**src/rtl/gbn_pkg.sv**
```systemverilog
package gbn_pkg;

   // default store depth
   localparam int MAX_KEPT = 64;

   // threshold after reset, about 0.45 in Q0.16
   localparam logic [15:0] IOU_THRESHOLD_RESET = 16'd29491;

   // one stored box, packed as x, y, width, height from the low end
   typedef struct packed {
      logic [14:0]        h;
      logic [14:0]        w;
      logic signed [15:0] y;
      logic signed [15:0] x;
   } box_type;

   // compare pipeline status toward the sequencer
   typedef struct packed {
      logic busy;
      logic hit_valid;
      logic hit;
   } status_type;

   // overlap of two 1-d spans, zero when they do not touch
   function automatic logic [14:0] overlap_len(input logic signed [15:0] a0,
                                               input logic [14:0] alen,
                                               input logic signed [15:0] b0,
                                               input logic [14:0] blen);
      logic signed [17:0] a0_x;
      logic signed [17:0] b0_x;
      logic signed [17:0] lo;
      logic signed [17:0] ea;
      logic signed [17:0] eb;
      logic signed [17:0] hi;
      logic signed [17:0] d;
      a0_x = {{2{a0[15]}}, a0};
      b0_x = {{2{b0[15]}}, b0};
      lo   = (a0_x > b0_x) ? a0_x : b0_x;
      ea   = a0_x + {3'b000, alen};
      eb   = b0_x + {3'b000, blen};
      hi   = (ea < eb) ? ea : eb;
      d    = hi - lo;
      return (hi > lo) ? d[14:0] : 15'd0;
   endfunction

endpackage

```
**src/rtl/gbn_iou_unit.sv**
```systemverilog
module gbn_iou_unit (
   input  logic                   clock,
   input  logic                   reset,
   input  logic                   in_valid,
   input  gbn_pkg::box_type       in_box,
   input  gbn_pkg::box_type       a_box,
   input  logic [29:0]            a_area,
   input  logic [15:0]            threshold,
   output gbn_pkg::status_type    status
);

   logic        v1_ff, v2_ff, v3_ff, v4_ff;
   logic [14:0] ox_ff, oy_ff, bw_ff, bh_ff;
   logic [29:0] inter2_ff, area_b_ff;
   logic [29:0] inter3_ff;
   logic [30:0] uni_ff;
   logic [29:0] inter4_ff;
   logic [46:0] prod_ff;
   logic [46:0] inter_scaled;

   // stage valids
   always_ff @(posedge clock) begin
      if (reset) begin
         v1_ff <= 1'b0;
         v2_ff <= 1'b0;
         v3_ff <= 1'b0;
         v4_ff <= 1'b0;
      end else begin
         v1_ff <= in_valid;
         v2_ff <= v1_ff;
         v3_ff <= v2_ff;
         v4_ff <= v3_ff;
      end
   end

   // stage 1: overlap along each axis
   always_ff @(posedge clock) begin
      ox_ff <= gbn_pkg::overlap_len(a_box.x, a_box.w, in_box.x, in_box.w);
      oy_ff <= gbn_pkg::overlap_len(a_box.y, a_box.h, in_box.y, in_box.h);
      bw_ff <= in_box.w;
      bh_ff <= in_box.h;
   end

   // stage 2: intersection and stored box area
   always_ff @(posedge clock) begin
      inter2_ff <= ox_ff * oy_ff;
      area_b_ff <= bw_ff * bh_ff;
   end

   // stage 3: union, never negative since intersection fits in both areas
   always_ff @(posedge clock) begin
      uni_ff    <= {1'b0, a_area} + {1'b0, area_b_ff} - {1'b0, inter2_ff};
      inter3_ff <= inter2_ff;
   end

   // stage 4: threshold times union
   always_ff @(posedge clock) begin
      prod_ff   <= threshold * uni_ff;
      inter4_ff <= inter3_ff;
   end

   // cross-multiplied iou test
   assign inter_scaled     = {1'b0, inter4_ff, 16'h0000};
   assign status.hit       = inter_scaled > prod_ff;
   assign status.hit_valid = v4_ff;
   assign status.busy      = v1_ff | v2_ff | v3_ff | v4_ff;

endmodule

```
**config.mk**
```make
export PLATFORM = sky130hd
export DESIGN_NAME = gbn_iou_unit
export DESIGN_NICKNAME = d
export VERILOG_FILES = /design/src/rtl/gbn_pkg.sv /design/src/rtl/gbn_iou_unit.sv
export SDC_FILE = /design/constraint.sdc
export NUM_CORES = 2
export LEC_CHECK = 0
export BUFFER_PORTS_ARGS = -buffer_cell sky130_fd_sc_hd__clkbuf_2
export CORE_MARGIN = 2
export CORE_UTILIZATION = 45
export DETAILED_ROUTE_END_ITERATION = 8
export PLACE_DENSITY = 0.69
export SLEW_MARGIN = 20
export SYNTH_ARGS = -nofsm -noshare
export SYNTH_HDL_FRONTEND = slang
export SYNTH_SLANG_ARGS = --single-unit
```
**constraint.sdc**
```tcl
create_clock -name clock -period 21.1 [get_ports clock]
set_input_delay 1.055 -clock clock [delete_from_list [all_inputs] [get_ports clock]]
set_output_delay 1.055 -clock clock [all_outputs]
set_load 0.005 [all_outputs]
```
* Yosys cells after proc, flatten, opt, wreduce, memory -nomap -nowiden *
Cells that the tools add are included.

storage, ports and cells
  register bits = 262
  bits of input ports = 173
  output and inout bits = 3

cells by class
  $add $sub $neg = 8
  multiply operators = 3
  order comparisons = 7
  muxes and demuxes = 4
  bitwise logic cells = 3

operators by type and width
  cell              count
  $mux W18          4
  $add A16 B16 Y17  4
  $mul A15 B15 Y30  2
  $gt A46 B47 Y1    1
  $mul A16 B31 Y47  1
  $gt A18 B18 Y1    2
  $lt A17 B17 Y1    2
  $gt A16 B16 Y1    2
  $add A30 B30 Y31  1
  $sub A31 B30 Y31  1
  $sub A15 B15 Y15  2
  $or A1 B1 Y1      3

* Logic depth before layout (Yosys ltp) *
  depth after elaboration = 4
  mapped depth = 33
  mapped depth without buffers = 31

* Worst setup path after synthesis *
Ideal clock, no wire load.

  path type = input -> register
  start point = input port in_box[16] (netlist bit)
  end point = register oy_ff[10]
  library setup time = 0.117 ns
  data arrival time = 7.657 ns
  required time = 20.983 ns
  path slack = 13.325 ns
  cell stages on the path = 33
  path buffers = 2
  cells stage by stage = ha_1 > fa_1 > a21oi_1 > nor2_1 > nor4bb_1 > nor2_1 > a21oi_1 > o21bai_1 > xor2_1 > inv_1 > ha_1 > or3_1 > a2111oi_0 > nand2_1 > a41oi_1 > nor2_1 > a211oi_2 > a31oi_4 > buf_12 > mux2i_1 > ha_1 > inv_1 > fa_1 > a21o_1 > a21oi_1 > o221ai_1 > a21oi_1 > a21oi_1 > a211o_1 > a211o_1 > a31oi_1 > buf_2 > nor2_1

on the way
  longest elaborated chain between the ends = 4

ends and longest elaborated chain
  item                                                RTL line                      RTL
  from (decl)                                         gbn_iou_unit.sv:5             input gbn_pkg::box_type in_box,
  $add A16 B16 Y17                                    gbn_pkg.sv:40                 eb = b0_x + {3'b000, blen};
  $lt A17 B17 Y1                                      gbn_pkg.sv:41                 hi = (ea < eb) ? ea : eb;
  $mux W18                                            gbn_pkg.sv:41
  $sub A15 B15 Y15 or $gt A18 B18 Y1 (tied branches)  gbn_pkg.sv:42, gbn_pkg.sv:43
  to (signal assigned)                                gbn_iou_unit.sv:39            oy_ff <= gbn_pkg::overlap_len(a_box.y, a_box.h, in_box.y, in_box.h);
  to (decl)                                           gbn_iou_unit.sv:13            logic [14:0] ox_ff, oy_ff, bw_ff, bh_ff;

Several ways; a longest one is shown, not always the timed one.
A chain may end at the register's enable or synchronous reset.

* Worst setup path after layout *
Same ends and word-level chain as after synthesis.

==> flow_summary.rst <==
.. list-table::
   :header-rows: 1

   * - Metric
     - Value
   * - Run status
     - complete, no violations
   * - Total Nets Final
     - roughly 6600
   * - Total Routed Length
     - ~110000 µm
   * - Cell type of the slowest stage on the worst timing path
     - a31oi_2
   * - Delay of the slowest critical-path stage
     - 0.58 ns
   * - Setup crit end kind
     - flop
   * - Post-CTS sizing
     - 0
   * - Critical setup path kind
     - in -> reg
   * - Hold Violations, Final
     - 0
   * - Met3 Use GR
     - around 2.1%
   * - Req. time, crit path
     - approximately 22 ns
   * - Most instantiated cells after synthesis
     - inv_1 (1058), fa_1 (774), nand2_1 (700), ha_1 (524), and2_1 (340)
   * - Number of enable flip-flop cells after synthesis
     - 0
   * - Sum Neg Setup Slack
     - 0 ns
   * - Effective utilization at floorplan
     - 45.17%
   * - GPL Wtd Cong
     - between 0.9 and 1
   * - RSZ-0062 raised after global routing
     - false
   * - Cell accounting for the most synthesized area
     - fa_1
   * - Post-synthesis register bit count
     - approximately 260
   * - Average wire per standard cell
     - 17.03 µm
   * - Number of buffers added on ports
     - about 180
   * - Peak clock frequency supported by timing
     - 0.1191 GHz
   * - FFs w/ async S/R, synth
     - 0%
   * - Final critical-path required period
     - about 8.4 ns
   * - Pin count of the biggest net entering global routing
     - 32
   * - Width of the die
     - between 300 and 400 µm
   * - Post-synthesis share of cell area spent on and, or, nand and nor gates
     - 15.11%
   * - Number of levels the H-tree was split into
     - 1
   * - Post-synthesis net count
     - 6545
   * - TritonCTS clock tree
     - yes
   * - Max-cap violation count
     - 0
   * - Count of different cell masters after synthesis
     - 80
   * - Tcrit/Tclk final
     - 39.79%
   * - Post-synthesis instance total
     - about 5000
   * - Post-synthesis adder-cell area fraction
     - between 40% and 50%
   * - Relative slew slack
     - between 30% and 40%
   * - Kind of start point of the critical path
     - input pin
   * - Via total after detailed routing
     - between 30000 and 40000
   * - TritonRoute pass-1 iters
     - 6
   * - Global-route wire length before repair
     - about 180000 µm
   * - Fraction of synthesized cell area taken by the top area cell type
     - between 30 and 40%
   * - Setup-failing EPs final
     - 0
   * - Initial antenna violation count
     - 2
   * - Warnings from Yosys
     - 0
   * - Clock buffer count from CTS
     - 28
   * - Most Used Layer, Global Route
     - met2
   * - Ys flop type
     - dfxtp_1
   * - Clk_lat worst skew
     - about 0.58 ns
   * - Number of pins exceeding their max-slew limit in the final report
     - 0
   * - Die area
     - approximately 100000 µm²
   * - XOR/XNOR share of the synthesized area
     - between 3 and 4%
   * - Sequential-to-total area share from yosys stat
     - about an eighth
   * - GR Util All Layers
     - about 22%
   * - Final HPWL DP
     - slightly above 90000 µm
   * - Antenna Nets Post-Route
     - 0
   * - Deepest clock path buffer count
     - 3
   * - Post-synthesis cell area
     - about 45000 µm²
   * - Dominant cell type by count on the critical path
     - a21oi_1
   * - Most used standard cell by instance count after synthesis
     - inv_1
   * - Cells taking the most area after synthesis
     - fa_1 (34%), ha_1 (15%), dfxtp_1 (12%), inv_1 (8.8%), nand2_1 (5.8%)
   * - Post-synthesis mux area share
     - about 1.3%
   * - Total non-filler cell area in the finished layout
     - 48000 µm²
   * - Area of the core region
     - between 90000 and 100000 µm²
   * - Number of global-route vias before repair
     - approximately 36000
   * - Clock slew at the register clock pins of the worst setup and hold paths
     - 0.06 ns
   * - Met1 Resource Use GR
     - between 20 and 30%
   * - DRC viols
     - 0
   * - Syn Area/Cell
     - about 8.9 µm²
   * - Clock Sink Count
     - roughly 260
   * - Vias/cell
     - roughly 5.3
   * - Hold/Removal Path Class
     - reg -> reg
   * - Vertical die dimension
     - roughly 320 µm
   * - CP Max Fanout
     - 16
   * - Post-place instance area
     - 46950 µm²
   * - Critical path arrival
     - 8.81 ns
   * - Dominant combinational cell family by area after synthesis
     - adder cells
   * - Worst clock skew on the final layout
     - around 0.025 ns
   * - Layout area overhead
     - 6.567%
   * - Master cell of the clock root buffer
     - clkbuf_16
   * - Top-Level Pins
     - between 150 and 200
   * - Number of DRC violations after detailed-routing iteration 0
     - around 1800
   * - Number of standard-cell rows in the floorplan
     - 116
   * - Post-CTS setup buffer count
     - 0
   * - Number of buffers inserted for hold repair after clock tree synthesis
     - 0
   * - Grt total ovfl
     - 0
   * - Worst-Margin Slew
     - 1.032 ns
   * - Met2 capacity usage during global routing
     - around two fifths
   * - Synth Area in Compound Gates
     - approximately 9.1%
   * - Proportion of layout cells with a drive suffix above 1
     - 5.288%
==> path summary, 6_finish.rpt <==
kind | cells past startpoint | endpoint | slack, ns | from
worst max-delay path | 32 | oy_ff[10] | 12.71 | in_box[16]
worst max register to register | 22 | prod_ff[46] | 13.30 | uni_ff[16]
worst min register to register | 0 | inter4_ff[3] | 0.32 | inter3_ff[3]
worst min-delay path | 0 | inter4_ff[3] | 0.32 | inter3_ff[3]
==> sequential cells by signal, summed over array words and instances, names as in the netlist <==
name       flops
uni_ff        31
bh_ff         15
v2_ff          1
v4_ff          1
v3_ff          1
area_b_ff     30
inter4_ff     30
inter3_ff     30
prod_ff       47
v1_ff          1
ox_ff         15
inter2_ff     30
bw_ff         15
oy_ff         15
==> through the flow <==
step,instances,setup slack [ns],util [%],hold WS (ns)
after global placement,6390,12.09,47.08,0.3111
after floorplan,5074,13.33,-,0.3096
final,6444,12.71,48.14,0.3243
after detailed placement,6390,12.04,47.09,0.3121
after CTS,6442,12.61,48.13,0.3245
after global routing,6444,12.17,48.14,0.3327
==> per-layer routing <==
metal	vias to the layer above	share of wire, %
li1	15860	-
met1	16841	43
met2	976	49
met3	177	5.4
met4	0	3.2
met5	-	0
==> cell type report <==
class	instances	area (µm²)
repair buffers	180	913.4
flip-flops and latches	262	5245
multi-input cells	3592	35210
diodes	2	5.005
clock buffers	36	780.7
clock inverters	16	254.0
inverters	1058	3971
fillers	9424	51710
well taps	1298	1624
==> worst max-delay path: cells and delay by family <==
family / cells / cell delay [ns]
muxes: 1 / 0.24
and+or+nand+nor: 7 / 1.50
AOI/OAI and AO/OA: 15 / 4.02
buffers and inverters: 3 / 0.28
xor gates and xnor gates: 1 / 0.20
adders and majority gates: 5 / 1.50
==> placed cells by master, fill, tap and decap left out, types with 46 or more instances in the layout <==
| master | count |
|---|---|
| nor2_1 | 126 |
| xor2_1 | 58 |
| clkbuf_2 | 175 |
| xnor2_1 | 133 |
| nand2_1 | 700 |
| fa_1 | 774 |
| and2_1 | 340 |
| a21oi_1 | 198 |
| o21ai_0 | 98 |
| dfxtp_1 | 262 |
| ha_1 | 524 |
| a21o_1 | 103 |
| nand3_1 | 46 |
| inv_1 | 1058 |
==> cells by family after synthesis <==
kind of cell | Yosys count
AOI/OAI and AO/OA | 626
muxes | 55
adders and majority gates | 1298
DFF | 262
buffers and inverters | 1220
xor gates and xnor gates | 191
and+or+nand+nor | 1422
Power is not shown: default switching activity piles up to over one toggle a cycle in this logic, so the estimate is an artifact.
